[src/mbf_div.sv]
`timescale 1ns / 1ps
// Restoring divider, one quotient bit per cycle.
// No dependencies.
module mbf_div #(
    parameter int DVD_W = 24,
    parameter int DSR_W = 8
) (
    input  logic             clk,
    input  logic             rst_n,
    input  logic             start,
    input  logic [DVD_W-1:0] dividend,
    input  logic [DSR_W-1:0] divisor,
    output logic             done,
    output logic [DVD_W-1:0] quotient
);

    localparam int CNT_W = $clog2(DVD_W + 1);

    logic             busy_reg;
    logic             done_reg;
    logic [CNT_W-1:0] cnt_reg;
    logic [DSR_W-1:0] rem_reg;
    logic [DSR_W-1:0] dsr_reg;
    logic [DVD_W-1:0] quo_reg;
    logic [DSR_W:0]   trial;
    logic             fits;

    assign trial = {rem_reg, quo_reg[DVD_W-1]};
    assign fits  = trial >= {1'b0, dsr_reg};

    always_ff @(posedge clk or negedge rst_n)
    begin
        if (!rst_n)
        begin
            busy_reg <= 1'b0;
            done_reg <= 1'b0;
            cnt_reg  <= '0;
            rem_reg  <= '0;
            dsr_reg  <= '0;
            quo_reg  <= '0;
        end
        else
        begin
            done_reg <= 1'b0;
            if (start)
            begin
                busy_reg <= 1'b1;
                cnt_reg  <= CNT_W'(DVD_W);
                rem_reg  <= '0;
                dsr_reg  <= divisor;
                quo_reg  <= dividend;
            end
            else if (busy_reg)
            begin
                rem_reg <= fits ? DSR_W'(trial - {1'b0, dsr_reg}) : DSR_W'(trial);
                quo_reg <= {quo_reg[DVD_W-2:0], fits};
                cnt_reg <= cnt_reg - 1'b1;
                if (cnt_reg == CNT_W'(1))
                begin
                    busy_reg <= 1'b0;
                    done_reg <= 1'b1;
                end
            end
        end
    end

    assign done     = done_reg;
    assign quotient = quo_reg;

endmodule
[config.mk]
export PLATFORM = sky130hd
export DESIGN_NAME = mbf_div
export DESIGN_NICKNAME = d
export VERILOG_FILES = /design/src/mbf_div.sv
export SDC_FILE = /design/constraint.sdc
export NUM_CORES = 1
export LEC_CHECK = 0
export ABC_AREA = 1
export ABC_CLOCK_PERIOD_IN_PS = 1600
export BUFFER_PORTS_ARGS = -buffer_cell sky130_fd_sc_hd__clkbuf_2
export CORE_MARGIN = 4
export CORE_UTILIZATION = 48
export CTS_BUF_LIST = sky130_fd_sc_hd__clkbuf_8 sky130_fd_sc_hd__clkbuf_16
export CTS_CLUSTER_DIAMETER = 150
export DETAILED_ROUTE_END_ITERATION = 8
export PLACE_DENSITY = 0.83
export SYNTH_ARGS = -nofsm -noshare
export SYNTH_HDL_FRONTEND = slang
export SYNTH_SLANG_ARGS = --single-unit
[constraint.sdc]
create_clock -name clk -period 1.6 [get_ports clk]
set_input_delay 0.32 -clock clk [delete_from_list [all_inputs] [get_ports clk]]
set_output_delay 0.32 -clock clk [all_outputs]
set_load 0.01 [all_outputs]
==> results.toml <==
[cts]
holdBufCountCts = 0
htreeDepth = 2
cts_sinks = 47
root_buffer = "clkbuf_8"
cts_buffers = 5
clockBufferDepth = 2
insertion_delay_ns = 0.30
clkTransAtPathRegs_ns = 0.09
cts_tree = "yes"

[power_and_ir_drop]
sw_frac_of_total_pct = 40.3
vdd_drop_max_v = 0.000748
clockPowerShare_pct = 13.9
comb_power_share_pct = 54.7
power_frac_seq_pct = 31.4
p_int_mw = 2.88
power_density_nw_per_um2 = 1380
switching_power_mw = 1.94
finalPower_mw = 4.82
p_leak_nw = 1.87

[floorplanning]
core_area_um2 = 5110
die-height_um = 80.7
die_area_um2 = 6520
die_w_um = 80.7
initial_core_util_pct = 49.7
ios = 60
placementRows = 26

[detailed_routing]
first_iter_violations = 167
ant_nets = 0
drc = 0
vias = 2526
routedWlPerCell_um = 14.2
finalWirelength_um = 6790
dr.pass1.iters = 4
viasPerCell = 5.30

[synth]
synth_cell_types = 30
synth_warnings = 0
syn_inst = 314
syn-num-nets = 360
ys_seq_area_share_pct = 46.3
ys_ff_latch = 47
syn_area_um2 = 2540
synth.avg_cell_area_um2 = 8.08

[layout]
drive_gt1_share_pct = 38.6
num_antenna_cells = 0
syn_to_final_growth_pct = 37.9
final_common_cell = "nand2_1"
fin_nets = 452
layout_common_cells = "nand2_1 (79), clkbuf_2 (59), inv_1 (52)"
largest_register_ff_count = 24

[worst_setup_path]
end_kind = "flip-flop"
cp_max_fo = 6
worst_ep_arrival_time_ns = 1.91
crit_required_ns = 1.79
cp-start-kind = "flip-flop"
critPathKind = "flip-flop to flip-flop"

[global_route]
grt_pass1_vias = 2407
antenna_found_initial = 0
grtUsageTotal_pct = 20.2
grt_overflow_total = 0
grt_max_degree = 48
grt_pass1_wl_um = 10400

[job]
cap_viol_max_count = 0

[hold_path]
hold_path_class = "input port to async pin"

[timing]
fin_skew_ns = 0.00955
max_slew_margin_pct = 55.1
holdWs_ns = 0.000518
slew_violations = 0
finalCritPeriodShare_pct = 108
rsz0062_at_grt = "yes"
worstMarginPinSlew_ns = 0.673
final.min_clock_period_ns = 1.72
final-hold-violation-count = 0
setup_violations = 8
max_freq_mhz = 581
setup_slack_ns = -0.120

[outcome]
violations = "setup timing"
outcome = "finished with violations"

[placement]
dp_hpwl_um = 4570
place.gp.congestion = 0.831
numPortBuffers = 59
==> synth_stat cells, drive strengths merged <==
| master | number | area (um^2) |
|---|---|---|
| nor2 | 11 | 46.3 |
| o21ai | 12 | 60.1 |
| clkbuf | 6 | 22.5 |
| a21o | 1 | 7.51 |
| or2 | 1 | 6.26 |
| nand4 | 4 | 31.3 |
| nor4 | 1 | 6.26 |
| a22oi | 1 | 7.51 |
| inv | 58 | 218 |
| xnor2 | 2 | 17.5 |
| o22ai | 1 | 6.26 |
| fa | 1 | 20.0 |
| and2 | 1 | 6.26 |
| nand2 | 96 | 360 |
| nand3 | 26 | 148 |
| ha | 10 | 125 |
| xor2 | 1 | 8.76 |
| o221ai | 20 | 175 |
| a21oi | 5 | 28.8 |
| o211ai | 2 | 15.0 |
| dfrtp | 47 | 1180 |
| o21bai | 1 | 7.51 |
| buf | 6 | 38.8 |
==> metrics by stage <==
| stage | std cells | setup WS, ns | utilization (%) | instance area [um^2] | TNS, ns |
|---|---|---|---|---|---|
| floorplan | 314 | 0.00399 | - | 2540 | 0 |
| finish | 477 | -0.120 | 68.5 | 3500 | -0.544 |
| global route | 477 | -0.157 | 68.5 | 3500 | -1.05 |
| global placement | 460 | -0.0485 | 60.6 | 3090 | -0.247 |
| detailed placement | 460 | -0.139 | 60.6 | 3090 | -0.821 |
| CTS | 469 | 0.00168 | 64.5 | 3300 | 0 |
==> kinds of logic (layout without fill, tap and decap cells) <==
group           Yosys count  count (layout)  synth area share [%]
xor+xnor                  3               3                  1.04
compound gates           43              43                  12.1
fa+ha+maj                11              11                  5.72
buf+inv                  70             163                  11.0
simple gates            140             140                  23.8
flops                    47              47                  46.3
==> power groups by stage <==
stage / combinational (mW) / sequential, mW / clock [mW]
2_1_floorplan: 1.17 / 1.52 / 0
3_3_place_gp: 1.83 / 1.49 / 0
3_5_place_dp: 1.90 / 1.50 / 0
4_1_cts: 2.11 / 1.51 / 0.679
5_1_grt: 2.87 / 1.53 / 0.731
6_report: 2.64 / 1.51 / 0.669
==> critical path, cell delays in order (launching register included) <==
cell     delay (ns)
dfrtp_1        0.42
ha_4           0.33
nand2_2        0.12
nor2_4         0.14
nand3_2        0.11
nand4_4        0.13
buf_6          0.13
nand2_1        0.07
nand3_1        0.10
nand2_1        0.06
==> cell type report <==
| cell class | instances | area [um^2] |
|---|---|---|
| Clock buffer | 5 | 68.8 |
| Clock inverter | 3 | 12.5 |
| Fill cell | 371 | 1610 |
| Inverter | 58 | 218 |
| Multi-Input combinational cell | 197 | 1340 |
| Sequential cell | 47 | 1180 |
| Tap cell | 70 | 87.6 |
| Timing Repair Buffer | 97 | 597 |
==> path summary, 6_finish.rpt <==
check                                            start                        to  slack [ns]  cells after the start
worst min register to register  cnt_reg[4]$_DFFE_PN0P_    cnt_reg[4]$_DFFE_PN0P_        0.50                      1
min in group clk                            divisor[2]    dsr_reg[2]$_DFFE_PN0P_        0.23                      3
worst min-delay path                             rst_n            done$_DFF_PN0_      0.0005                      2
max in group asynchronous                        rst_n  quotient[10]$_DFFE_PN0P_        1.39                      2
worst max register to register  rem_reg[1]$_DFFE_PN0P_    rem_reg[2]$_DFFE_PN0P_       -0.12                      9
worst max-delay path            rem_reg[1]$_DFFE_PN0P_    rem_reg[2]$_DFFE_PN0P_       -0.12                      9
==> layer usage <==
metal / track usage [%] / share of wire, % / vias to the layer above
li1: - / - / 1197
met1: 25.0 / 41 / 1197
met3: 5.04 / 7.4 / 20
met2: 34.6 / 49 / 112
met4: 6.59 / 2.9 / 0
met5: 0 / 0 / -
==> what timing repair did <==
action,4_1_cts,5_1_grt
setup endpoints to repair,8,9
hold endpoints to repair,0,0
resized for setup,20,38
buffers inserted,1,8
pin swaps,4,24
No activity file was read; power rests on OpenSTA's default activity.
